===== config.mk =====
export PLATFORM = sky130hd
export DESIGN_NAME = sff_round_sat
export DESIGN_NICKNAME = d
export VERILOG_FILES = /design/src/hw/rtl/sff_pkg.sv /design/src/hw/rtl/sff_round_sat.sv
export SDC_FILE = /design/constraint.sdc
export NUM_CORES = 1
export LEC_CHECK = 0
export ABC_AREA = 1
export ABC_CLOCK_PERIOD_IN_PS = 1610
export BUFFER_PORTS_ARGS = -buffer_cell sky130_fd_sc_hd__buf_2
export CAP_MARGIN = 10
export CORE_MARGIN = 2
export CORE_UTILIZATION = 50
export DETAILED_ROUTE_END_ITERATION = 12
export GPL_TIMING_DRIVEN = 1
export MAX_ROUTING_LAYER = met4
export PLACE_DENSITY = 0.9
export SETUP_SLACK_MARGIN = 0.05
export SYNTH_ARGS = -nofsm -noshare
export SYNTH_HDL_FRONTEND = slang
export SYNTH_SLANG_ARGS = --single-unit

===== constraint.sdc =====
create_clock -name clk -period 1.61 [get_ports clk]
set_input_delay 0.322 -clock clk [delete_from_list [all_inputs] [get_ports clk]]
set_output_delay 0.322 -clock clk [all_outputs]
set_load 0.01 [all_outputs]

===== src/hw/rtl/sff_pkg.sv =====
// Shared types and fixed widths for the symmetric FIR filter.
package sff_pkg;

	localparam int SAMPLE_W   = 16;
	localparam int COEF_W     = 16;
	localparam int NCOEF      = 8;
	localparam int COEF_IDX_W = 3;
	localparam int CFG_IDX_W  = 4;
	localparam int PSUM_W     = SAMPLE_W + 1;
	localparam int PROD_W     = PSUM_W + COEF_W;
	localparam int NPAIR      = NCOEF / 2;
	localparam int PAIR_W     = PROD_W + 1;
	localparam int ACC_W      = PAIR_W + 2;
	localparam int FRAC_BITS  = 15;
	localparam int Q_W        = ACC_W - FRAC_BITS;
	localparam int ROUND_BIAS = 1 << (FRAC_BITS - 1);

	localparam logic signed [Q_W-1:0] SAT_MAX = Q_W'(32767);
	localparam logic signed [Q_W-1:0] SAT_MIN = -Q_W'(32768);
	localparam logic signed [SAMPLE_W-1:0] OUT_MAX = 16'sh7FFF;
	localparam logic signed [SAMPLE_W-1:0] OUT_MIN = 16'sh8000;

	typedef logic signed [SAMPLE_W-1:0] sample_t;
	typedef logic signed [COEF_W-1:0]   coef_t;
	typedef logic signed [PSUM_W-1:0]   psum_t;
	typedef logic signed [PROD_W-1:0]   prod_t;
	typedef logic signed [PAIR_W-1:0]   pair_t;
	typedef logic signed [ACC_W-1:0]    acc_t;

	typedef struct packed {
		logic signed [SAMPLE_W-1:0] sample;
		logic                       start_req;
	} sample_req_t;

	typedef struct packed {
		logic signed [SAMPLE_W-1:0] filtered;
		logic                       clipped;
	} result_t;

	// Load enables for the arithmetic stages.
	typedef struct packed {
		logic en_s2;
		logic en_s3;
		logic en_s4;
	} sff_adv_t;

endpackage


===== src/hw/rtl/sff_round_sat.sv =====
// Rounding, scaling and saturation into the output register.
module sff_round_sat import sff_pkg::*; (
	input  logic    clk,
	input  logic    arst_n,
	input  logic    load,
	input  logic    v_s4,
	input  acc_t    acc_s4,
	output logic    result_valid,
	output result_t result_q
);

	acc_t                    rnd;
	logic signed [Q_W-1:0]   q;
	result_t                 res_d;

	// Adding half an LSB and then flooring rounds half toward plus infinity.
	assign rnd = acc_s4 + ACC_W'(ROUND_BIAS);
	assign q   = rnd[ACC_W-1:FRAC_BITS];

	always_comb begin
		if (q > SAT_MAX) begin
			res_d.filtered = OUT_MAX;
			res_d.clipped  = 1'b1;
		end else if (q < SAT_MIN) begin
			res_d.filtered = OUT_MIN;
			res_d.clipped  = 1'b1;
		end else begin
			res_d.filtered = q[SAMPLE_W-1:0];
			res_d.clipped  = 1'b0;
		end
	end

	always_ff @(posedge clk or negedge arst_n) begin
		if (!arst_n) begin
			result_valid <= 1'b0;
		end else if (load) begin
			result_valid <= v_s4;
		end
	end

	always_ff @(posedge clk) begin
		if (load) begin
			result_q <= res_d;
		end
	end

	a_clip_rail: assert property (@(posedge clk) disable iff (!arst_n)
		result_valid && result_q.clipped |->
			(result_q.filtered == OUT_MAX || result_q.filtered == OUT_MIN))
		else $error("clipped result is not at a rail");

endmodule


==> results.md <==
- Status: finished with violations
- Failing checks: setup timing
- Register area: 536 um^2
- Min Tclk post-route: 1.80 ns
- Final period util: 111%
- WL/cell: about 18 um
- Routed vias/inst: around 5.7
- Die W: approximately 54 um
- Final Setup Violations: 16
- Filler Cell Count: just over 100
- Largest cells by area after synthesis: edfxtp_1 (40%), nand2_1 (20%), xor2_1 (6.9%), nor2_1 (5.0%), inv_1 (4.4%)
- CTS clock-pin slew for the worst setup and hold paths: roughly 0.10 ns
- IO Pins: between 50 and 60
- Worst-Skew Late Latency: approximately 0.3 ns
- CP max-delay cell: o21bai_4
- Layout cells sized above 1: 56.9%
- DP Area: 1820 um^2
- Most frequent CP cell: nand2_1
- Hold crit path type: in2reg
- Sink Count: 18
- Setup_tns: -1.37 ns
- Commonest cells post-synth: nand2_1 (69), edfxtp_1 (17), nor2_1 (17)
- Die area: roughly 3000 um^2
- Setup Slack @ Placement: -0.347 ns
- Core footprint: between 2000 and 2500 um^2
- Total GRT Usage: 35.7%
- Fin. max-slew vios: 0
- Synthesized cell area: 1270 um^2
- Drt pass-1 iters: 4
- CP Capture Type: flip-flop
- Power Dens Cells: between 500 and 600 nW/um^2
- Starting Density: ~52%
- CP delay by family, top: simple AND/OR/NAND/NOR gates
- PnR worst setup slack: -0.185 ns
- DR vias: 1616
- Register area share after synthesis: a little over two fifths
- Yosys top cell by area: edfxtp_1
- H-tree level count: 1
- Number of flops mapped to enable cells by yosys: 17
- Number of library cell types mapped by synthesis: 22
- Most common flop cell mapped by yosys: edfxtp_1
- Routability cong.: between 0.8 and 0.9
- CP cell instances: buf_2 -> nand2_1 -> nor2_2 -> and3_4 -> nand2_1 -> nand2_1 -> nand2_1 -> o21bai_4 -> buf_6 -> buf_6 -> nand2_2 -> nand2_1
- Clock Skews: 0 ns
- Final hold vios: 0
- Max frequency: ~560 MHz
- DIE HEIGHT: 54.4 um
- Crit start category: input port
- Max stage delay on crit path: ~0.24 ns
- Crit path DAT: about 1.9 ns
- DRC: 0
- Synth top area share: around two fifths
- Worst hold margin: approximately 0.28 ns
- Pleak: around 1.1 nW
- Synth Instances: between 150 and 200
- Crit Path Max Fanout: 4
- Vias in the first global route: 1500
- Initial antenna violation count: 1
- I/O Buffers: 43
- CTS Buf Count: 3
- Row count: 18
- Multi-input gate area in the final layout: around 890 um^2
- DRT iter0 DRCs: about 110
- Final #Nets: a little under 300
- Root Driver: clkbuf_4
- Measured slew at the worst slew-check pin: 0.400 ns
- Dpl hpwl: approximately 2.6 mm
- Ys Warns: 0
- Number of max-cap violations: 0
- Count leader, synth: nand2_1
- Req. time, crit path: about 1.7 ns
- Max clock buf depth: 2
- WL final: 5.23 mm
- Synth Register Bits: 18
- Largest net degree at the start of global routing: 19
- Buf/Inv on CP: 3
- Normalized max-slew margin: 73.3%
- First-pass GRT wire length: between 7 and 8 mm
- Congestion Overflow GR: 0
- Syn avg cell area: approximately 8 um^2
- Final instance area: ~2200 um^2
- CTS tree: yes
- Post-synth ARST share: approximately 5.6%
- Crit Path Category: in2reg
- Synthesized net count: between 200 and 250
- Final ANT Viol Nets: 0
- Area delta synth->final: 71.9%
- RSZ-0062 raised after global routing: yes
- Peak supply drop: 0.648 mV
## flip-flops by register name, summed over array words and instances, names as in the netlist
register and flops:
result_q 17, result_valid 1
## final timing paths
kind                       cells past startpoint           end          from  slack (ns)
max                                           12  result_q[15]    acc_s4[23]       -0.19
min                                            2  result_valid          v_s4        0.28
max reg2reg                                    1  result_valid  result_valid        0.84
min reg2reg                                    1  result_valid  result_valid        0.55
max in group asynchronous                      2  result_valid        arst_n        1.21
min in group asynchronous                      2  result_valid        arst_n        0.32
## stage by stage
step,power (W),instances,utilization [%]
floorplan,0.000708,163,-
global placement,0.000865,273,74.6
detailed placement,0.000883,273,74.6
CTS,0.00116,285,85.0
global route,0.00127,286,89.6
finish,0.00123,286,89.6
## routing by layer
layer	track usage, %	up-vias	wire, um
met3	5.19	41	456
met2	59.8	133	2580
met5	-	-	0
met4	25.8	0	348
met1	38.2	740	1840
li1	-	702	-
## repair_timing
| action | 4_1_cts | 5_1_grt |
|---|---|---|
| setup endpoints to repair | 16 | 16 |
| hold endpoints to repair | 1 | 0 |
| resized for setup | 41 | 38 |
| cloned | 2 | 0 |
| pin swaps | 18 | 27 |
| setup buffers | 5 | 2 |
| hold buffers | 1 | 0 |
## area by class of cell
type / instances / share of cell area (%)
Antenna cell: 1 / 0.115
Clock buffer: 3 / 1.03
Clock inverter: 1 / 0.172
Inverter: 15 / 2.58
Multi-Input combinational cell: 129 / 40.9
Sequential cell: 18 / 24.6
Tap cell: 30 / 1.72
Timing Repair Buffer: 89 / 28.9
## kinds of logic after synthesis
| family | synth area share (%) |
|---|---|
| adder cells (fa/ha/maj) | 0.987 |
| AND/OR/NAND/NOR | 37.9 |
| buffers and inverters | 6.22 |
| AO/OA/AOI/OAI | 2.07 |
| XOR/XNOR | 9.67 |
| multiplexers | 0.888 |
| flip-flops | 42.3 |
## cell usage in the layout, fill, tap and decap left out, types with 2 or more instances in the layout
cell      count
clkbuf_4      5
nand3b_1      4
buf_8         2
nand3_1       5
buf_2        38
nand2_4      14
nor2_2        4
inv_1        13
nand2_2      19
nor2_4        7
xnor2_1       4
nand3_2       2
inv_2         2
edfxtp_1     17
xor2_1       10
nand2_1      40
buf_4        38
buf_6         7
nor2_1       10
## power by group
part	switching (W)	internal, W	total [W]
Sequential	0.0000113	0.000560	0.000572
Clock	0.000142	0.0000905	0.000232
Combinational	0.000234	0.000188	0.000422
Total	0.000387	0.000839	0.00123
No activity file was read; power rests on OpenSTA's default activity.
