### config.mk
export PLATFORM = sky130hd
export DESIGN_NAME = sff_delay_line
export DESIGN_NICKNAME = d
export VERILOG_FILES = /design/src/hw/rtl/sff_pkg.sv /design/src/hw/rtl/sff_delay_line.sv
export SDC_FILE = /design/constraint.sdc
export NUM_CORES = 1
export LEC_CHECK = 0
export BUFFER_PORTS_ARGS = -buffer_cell sky130_fd_sc_hd__buf_2
export CAP_MARGIN = 20
export CORE_MARGIN = 2
export CORE_UTILIZATION = 55
export CTS_CLUSTER_SIZE = 24
export DETAILED_ROUTE_END_ITERATION = 10
export MAX_ROUTING_LAYER = met4
export PLACE_DENSITY = 0.77
export SETUP_SLACK_MARGIN = 0.4
export SYNTH_ARGS = -nofsm -noshare
export SYNTH_HDL_FRONTEND = slang
export SYNTH_SLANG_ARGS = --single-unit
### constraint.sdc
create_clock -name clk -period 2.4 [get_ports clk]
set_input_delay 0.48 -clock clk [delete_from_list [all_inputs] [get_ports clk]]
set_output_delay 0.48 -clock clk [all_outputs]
set_load 0.1 [all_outputs]
### src/hw/rtl/sff_pkg.sv
// Shared types and fixed widths for the symmetric FIR filter.
package sff_pkg;

	localparam int SAMPLE_W   = 16;
	localparam int COEF_W     = 16;
	localparam int NCOEF      = 8;
	localparam int COEF_IDX_W = 3;
	localparam int CFG_IDX_W  = 4;
	localparam int PSUM_W     = SAMPLE_W + 1;
	localparam int PROD_W     = PSUM_W + COEF_W;
	localparam int NPAIR      = NCOEF / 2;
	localparam int PAIR_W     = PROD_W + 1;
	localparam int ACC_W      = PAIR_W + 2;
	localparam int FRAC_BITS  = 15;
	localparam int Q_W        = ACC_W - FRAC_BITS;
	localparam int ROUND_BIAS = 1 << (FRAC_BITS - 1);

	localparam logic signed [Q_W-1:0] SAT_MAX = Q_W'(32767);
	localparam logic signed [Q_W-1:0] SAT_MIN = -Q_W'(32768);
	localparam logic signed [SAMPLE_W-1:0] OUT_MAX = 16'sh7FFF;
	localparam logic signed [SAMPLE_W-1:0] OUT_MIN = 16'sh8000;

	typedef logic signed [SAMPLE_W-1:0] sample_t;
	typedef logic signed [COEF_W-1:0]   coef_t;
	typedef logic signed [PSUM_W-1:0]   psum_t;
	typedef logic signed [PROD_W-1:0]   prod_t;
	typedef logic signed [PAIR_W-1:0]   pair_t;
	typedef logic signed [ACC_W-1:0]    acc_t;

	typedef struct packed {
		logic signed [SAMPLE_W-1:0] sample;
		logic                       start_req;
	} sample_req_t;

	typedef struct packed {
		logic signed [SAMPLE_W-1:0] filtered;
		logic                       clipped;
	} result_t;

	// Load enables for the arithmetic stages.
	typedef struct packed {
		logic en_s2;
		logic en_s3;
		logic en_s4;
	} sff_adv_t;

endpackage

### src/hw/rtl/sff_delay_line.sv
// Sample delay line and pre-adders that fold each mirrored tap pair.
module sff_delay_line import sff_pkg::*; #(
	parameter int TAPS = 15
) (
	input  logic        clk,
	input  logic        arst_n,
	input  logic        accept,
	input  logic        load,
	input  sample_req_t req,
	output psum_t       psum_s1 [NCOEF]
);

	localparam int HALF = TAPS / 2;

	sample_t x [TAPS];
	psum_t   psum_d [NCOEF];

	assign x[0] = req.sample;

	if (TAPS > 1) begin : g_hist
		localparam int HLEN = TAPS - 1;
		sample_t hist_q [HLEN];

		// A start request makes every older sample count as zero for this item too.
		for (genvar i = 1; i < TAPS; i++) begin : g_tap
			assign x[i] = req.start_req ? '0 : hist_q[i-1];
		end

		always_ff @(posedge clk or negedge arst_n) begin
			if (!arst_n) begin
				for (int i = 0; i < HLEN; i++) begin
					hist_q[i] <= '0;
				end
			end else if (accept) begin
				hist_q[0] <= req.sample;
				for (int i = 1; i < HLEN; i++) begin
					hist_q[i] <= req.start_req ? '0 : hist_q[i-1];
				end
			end
		end

		a_newest: assert property (@(posedge clk) disable iff (!arst_n)
			accept |=> hist_q[0] == $past(req.sample))
			else $error("delay line did not take the accepted sample");
	end

	for (genvar k = 0; k < NCOEF; k++) begin : g_lane
		if (k < HALF) begin : g_pair
			assign psum_d[k] = {x[k][SAMPLE_W-1], x[k]} +
				{x[TAPS-1-k][SAMPLE_W-1], x[TAPS-1-k]};
		end else if (k == HALF && (TAPS % 2) == 1) begin : g_mid
			assign psum_d[k] = {x[k][SAMPLE_W-1], x[k]};
		end else begin : g_zero
			assign psum_d[k] = '0;
		end
	end

	always_ff @(posedge clk) begin
		if (load) begin
			for (int k = 0; k < NCOEF; k++) begin
				psum_s1[k] <= psum_d[k];
			end
		end
	end

endmodule

==> results of run 1 <==
==> worst register-to-register path: stages, from the launching register on <==
cell and delay, ns:
dfrtp_1 0.40, nor2b_4 0.15, ha_4 0.19, fa_2 0.35, a21o_1 0.21, a221oi_2 0.33
buf_4 0.20, buf_6 0.11, o21ai_4 0.05, a21o_1 0.17, a21oi_2 0.13, xnor2_1 0.11
==> worst paths after layout <==
check	endpoint	startpoint
worst min-delay path	g_hist.hist_q[220]	req[13]
worst min register to register	g_hist.hist_q[12]	g_hist.hist_q[12]
worst max register to register	psum_s1[78]	g_hist.hist_q[176]
min in group asynchronous	g_hist.hist_q[125]	arst_n
max in group asynchronous	g_hist.hist_q[206]	arst_n
worst max-delay path	psum_s1[78]	g_hist.hist_q[176]
==> registers in the layout, summed over array words and instances (netlist names) <==
register,count
g_hist.hist_q,224
psum_s1,135
==> per-stage QoR <==
| stage | worst slack [ns] | hold slack, ns | instance area, sq um | TNS [ns] |
|---|---|---|---|---|
| after floorplan | -0.443 | 0.184 | 19200 | -12.33 |
| after global placement | -0.515 | 0.480 | 23000 | -27.33 |
| after detailed placement | -0.547 | 0.487 | 23000 | -30.06 |
| after CTS | -0.125 | 0.196 | 25800 | -1.14 |
| after global routing | -0.361 | 0.204 | 27200 | -5.51 |
| final | -0.273 | 0.200 | 27200 | -3.42 |
==> power groups by stage <==
stage | sequential [mW] | combinational (mW) | clock (mW)
finish | 6.76 | 2.51 | 6.36
floorplan | 7.81 | 0.621 | 0
global placement | 6.85 | 2.17 | 0
global route | 6.78 | 2.61 | 6.64
CTS | 6.74 | 2.34 | 6.33
detailed placement | 6.86 | 2.20 | 0
==> what timing repair did <==
item | in CTS | in global routing
hold endpoints to repair | 34 | 0
gates cloned | 4 | 2
hold buffers | 1 | 0
pin swaps | 86 | 75
endpoints found under the setup margin | 80 | 85
resized for setup | 229 | 190
buffers inserted | 37 | 45
==> logic make-up (layout without fill, tap and decap cells) <==
kind of cell               Yosys count  in the layout  synth area share (%)
AOI/OAI and AO/OA                  278            278                  10.2
xor gates and xnor gates            82             82                  3.83
adders and majority gates          119            119                  8.22
buffers and inverters               73            694                  1.54
DFF                                359            359                  51.5
muxes                              226            226                  13.6
other                                0              1                     0
and+or+nand+nor                    372            372                  11.2
==> per-layer routing <==
metal	up-vias	share of wire [%]	GRT usage (%)
li1	6677	-	-
met1	7567	40	35.8
met2	562	51	46.9
met3	201	4.7	3.67
met4	0	4.6	8.11
met5	-	0	-
==> cells in the final DEF (no fill, tap or decap), types with 11 or more instances in the layout <==
master | netlist | layout
nor2_1 | 55 | 37
edfxtp_1 | 135 | 135
buf_2 | 9 | 152
dfrtp_1 | 224 | 224
ha_4 | 0 | 38
nor2b_2 | 0 | 36
nand3_1 | 13 | 11
mux2_2 | 224 | 224
ha_1 | 112 | 69
clkbuf_16 | 0 | 41
o21ai_1 | 3 | 11
inv_1 | 19 | 19
xor2_1 | 26 | 20
a21oi_2 | 0 | 32
buf_4 | 1 | 373
o21ai_2 | 1 | 14
buf_6 | 0 | 53
o21a_1 | 13 | 11
nand2_1 | 33 | 28
nor2_2 | 0 | 12
a21oi_1 | 71 | 36
xnor2_1 | 56 | 42
nor2b_1 | 231 | 147
a21o_1 | 38 | 38
nor2b_4 | 0 | 48
o21ai_0 | 48 | 22
buf_12 | 0 | 13
==> layout make-up <==
type                       instances  area, sq um  share of cell area, %
clock inverter                    27          335                   1.23
sequential                       359         9660                   35.5
inverter                          19         71.3                  0.262
clock buffer                      43          991                   3.64
multi-input combinational       1077        10800                   39.8
timing repair buffer             605         4760                   17.5
tap                              448          561                   2.06
antenna                            1         2.50                0.00920
==> results_dict.tcl, run 1 <==
set metrics [dict create \
    routed_via_density 5.82 \
    die_w_um 189 \
    clkPwrFrac_pct 40.7 \
    yosys_warnings 0 \
    synth_area_sq_mm 0.0188 \
    grt_use_total_pct 28.0 \
    start_util_pct 56.0 \
    intPower_mw 11.2 \
    ys_seq_area_share_pct 51.5 \
    clk_latency_ns 0.54 \
    p_seq_share_pct 43.3 \
    max_stage_delay_ns 0.40 \
    hold_path.class "in -> reg" \
    comb_power_share_pct 16.1 \
    finalHoldViolations 0 \
    finalClockSkew_ns 0.0244 \
    ys.flop_type "dfrtp_1" \
    row_count 67 \
    coreArea_sq_mm 0.0335 \
    grt_max_degree 84 \
    grt_pass1_wl_um 77900 \
    cp.arrival_ns 2.93 \
    clk_path_buf_depth 3 \
    drive_above_1_share_pct 56.1 \
    slew_headroom_pct 52.2 \
    final_util_pct 81.1 \
    required_ns 2.66 \
    crit_slowest_cell "dfrtp_1" \
    drt-initial-drc-count 909 \
    route.vias.total 15000 \
    overflow 0 \
    yosysTopAreaCell "dfrtp_1" \
    cts.sinks 359 \
    swShare_pct 28.5 \
    crit_family "compound AO/OA/AOI/OAI gates" \
    post-route-drc-count 0 \
    avgSynthCellArea_sq_um 12.4 \
    path_depth 11 \
    io_pins 157 \
    rsz0062_at_grt "true" \
    synth-edff-count 135 \
    netlist_instances 1509 \
    die-area_sq_mm 0.0356 \
    slew_violations 0 \
    start_kind "register" \
    detail_route.first_pass.iterations 5 \
    totalWireLength_um 57000 \
    synth_most_common_cell "nor2b_1" \
    ys_types 67 \
    ant_nets 0 \
    ff2ff_setup_slack_ns -0.27 \
    htreeDepth 2 \
    place_inst 2419 \
    crit_path_max_fanout 2 \
    critPathBufInv 2 \
    crit_type "reg -> reg" \
    peakVddDrop_mv 0.501 \
    die_h_um 189 \
    p_total_mw 15.6 \
    clk_pin_slew_ns 0.06 \
    cp_common_cell "a21o_1" \
    fin_crit_sh_pct 111 \
    leakage_nw 13.1 \
    setup_violations 33 \
    worst_slew_pin_slew_ns 0.716 \
    area_delta_synth_final_pct 45.0 \
    period_minus_slack_ns 2.67 \
    fin_cells 2579 \
    numPortBuffers 156 \
    path_cells "nor2b_4 > ha_4 > fa_2 > a21o_1 > a221oi_2 > buf_4 > buf_6 > o21ai_4 > a21o_1 > a21oi_2 > xnor2_1" \
    gp_congestion 0.884 \
    violations "setup timing" \
    synth_top_cells_by_count "nor2b_1, dfrtp_1, mux2_2" \
    min_delay_path_depth 2 \
    antenna_found_initial 1 \
    cts_buffers 39 \
    fmax_ghz 0.374 \
    routedWlPerCell_um 22.1 \
    cts-root-buf "clkbuf_16" \
    async_flop_share_pct 62.4 \
    r2r_cells 11 \
    yosysTopAreaCellShare_pct 29.9 \
    synthTopCellsByArea "dfrtp_1, edfxtp_1, mux2_2" \
    cts_tree "built" \
    outcome "finished with violations" \
    ys_seq_elements 359 \
    finalNetCount 2241 \
    place_hpwl_um 31700 \
    first_global_vias 14900 \
    p_sw_mw 4.45 \
    cp-end-kind "register" \
    pwr_density_cell_mw_per_mm2 574 \
    fin_ws_ns -0.273 \
    syn-num-nets 1649 \
    drv_cap 0 \
    nFillCells 1709 \
]
No activity file was read; power rests on OpenSTA's default activity.
==> run 2, diff against run 1 <==
- PLACE_DENSITY: 0.77 -> default
- PLACE_DENSITY_LB_ADDON: default -> 0.2
==> results_dict.tcl, run 2 (synthesized netlist as in run 1, its figures left out) <==
set metrics [dict create \
    cp.arrival_ns 2.92 \
    timing.rr.start "g_hist.hist_q[160]" \
    diodes 0 \
    required_ns 2.67 \
    coreArea_sq_mm 0.0335 \
    setup_violations 36 \
    place_hpwl_um 31600 \
    r2r_end "psum_s1[63]" \
    violations "setup timing" \
    drive_above_1_share_pct 56.1 \
    post-route-drc-count 0 \
    largest_register_ffs 224 \
    finalClockSkew_ns 0.0271 \
    crit_path_max_fanout 2 \
    r2r_cells 9 \
    cts-root-buf "clkbuf_16" \
    first_global_vias 14400 \
    reg_top3 "g_hist.hist_q: 224 flops, psum_s1: 135 flops" \
    detail_route.first_pass.iterations 7 \
    io_pins 157 \
    crit_type "reg -> reg" \
    finalNetCount 2271 \
    outcome "finished with violations" \
    ff2ff_setup_slack_ns -0.25 \
    fin_crit_sh_pct 110 \
    die-area_sq_mm 0.0356 \
    drt-initial-drc-count 1007 \
    holdPathEnd "g_hist.hist_q[211]" \
    cp-end-kind "register" \
    nFillCells 1713 \
    slew_violations 0 \
    grt_use_total_pct 26.9 \
    route.vias.total 14700 \
    p_total_mw 15.3 \
    hold_path.class "in -> reg" \
    ant_nets 0 \
    finalHoldViolations 0 \
    overflow 0 \
    fin_ws_ns -0.246 \
    antenna_found_initial 0 \
    clk_latency_ns 0.54 \
    worst_slew_pin_slew_ns 0.535 \
    whs_ns 0.219 \
    final_common_cell "buf_4" \
    clk_pin_slew_ns 0.06 \
    leakage_nw 13.3 \
    die_w_um 189 \
    routed_via_density 5.65 \
    start_kind "register" \
    totalWireLength_um 54500 \
    min_delay_path_depth 2 \
    die_h_um 189 \
    clk_path_buf_depth 3 \
    grt_pass1_wl_um 74700 \
    period_minus_slack_ns 2.65 \
    htreeDepth 2 \
    rsz0062_at_grt "true" \
    peakVddDrop_mv 0.610 \
    start_util_pct 56.0 \
    gp_congestion 0.902 \
    numPortBuffers 156 \
    regMostFlops "g_hist.hist_q" \
    area_delta_synth_final_pct 46.5 \
    slew_headroom_pct 64.6 \
    mostFrequentLayoutCells "buf_4, mux2_2, dfrtp_1" \
    pwr_density_cell_mw_per_mm2 558 \
    cts_buffers 39 \
    row_count 67 \
    grt_max_degree 74 \
    drv_cap 0 \
    cts.sinks 359 \
    setup_tns_ns -4.10 \
    min_from "req[4]" \
    routedWlPerCell_um 20.9 \
    fmax_ghz 0.378 \
    cts_tree "built" \
]
run 2: routing by layer:
metal | track usage, % | share of wire [%]
met2 | 44.4 | 51
met1 | 35.8 | 41
met4 | 6.49 | 2.8
met3 | 3.05 | 4.5
met5 | - | 0
run 2: how the worst max path moves through the flow:
stage,start,endpoint,slack (ns)
final,g_hist.hist_q[160],psum_s1[63],-0.25
after global routing,g_hist.hist_q[160],psum_s1[63],-0.29
after CTS,g_hist.hist_q[80],psum_s1[48],-0.17
after detailed placement,req[0],psum_s1[27],-0.60
after global placement,req[0],psum_s1[27],-0.54
after floorplan,req[0],psum_s1[99],-0.44
run 2: stage by stage:
stage	worst slack (ns)	area, sq um	util, %	std cells
finish	-0.246	27500	81.9	2608
global route	-0.294	27500	81.9	2608
CTS	-0.167	25600	76.3	2545
detailed placement	-0.604	23200	69.2	2438
global placement	-0.542	23200	69.2	2438
floorplan	-0.443	19200	-	1509
run 2: timing repair:
action / CTS / global route
setup buffers: 36 / 56
hold endpoints to repair: 49 / 0
endpoints found under the setup margin: 80 / 86
gates resized for setup: 174 / 256
hold buffers: 1 / 0
cloned: 0 / 7
pin swaps: 100 / 98
run 2: area by class of cell:
cell class                      instances  area [sq um]  share of cell area (%)
Tap cell                              448           561                    2.04
Sequential cell                       359          9660                    35.2
Clock buffer                           47          1040                    3.77
Inverter                               19          71.3                   0.260
Multi-Input combinational cell       1077         10900                    39.6
Clock inverter                         23           234                   0.852
Timing Repair Buffer                  635          5040                    18.3
run 2: worst max-delay path, stage by stage, from the launching register on:
cell and delay, ns:
dfrtp_1 0.39, nor2b_4 0.15, ha_4 0.17, fa_2 0.35
a21o_1 0.21, a221oi_4 0.34, o21ai_2 0.12, a41o_1 0.27
a21o_1 0.23, xor2_1 0.14
run 2: power breakdown:
group / leakage [nW] / switching, mW / internal [mW] / total [mW]
logic: 8.20 / 1.73 / 0.786 / 2.51
registers: 4.44 / 0.107 / 6.64 / 6.75
clock network: 0.624 / 2.53 / 3.53 / 6.06
total: 13.3 / 4.36 / 11.0 / 15.3
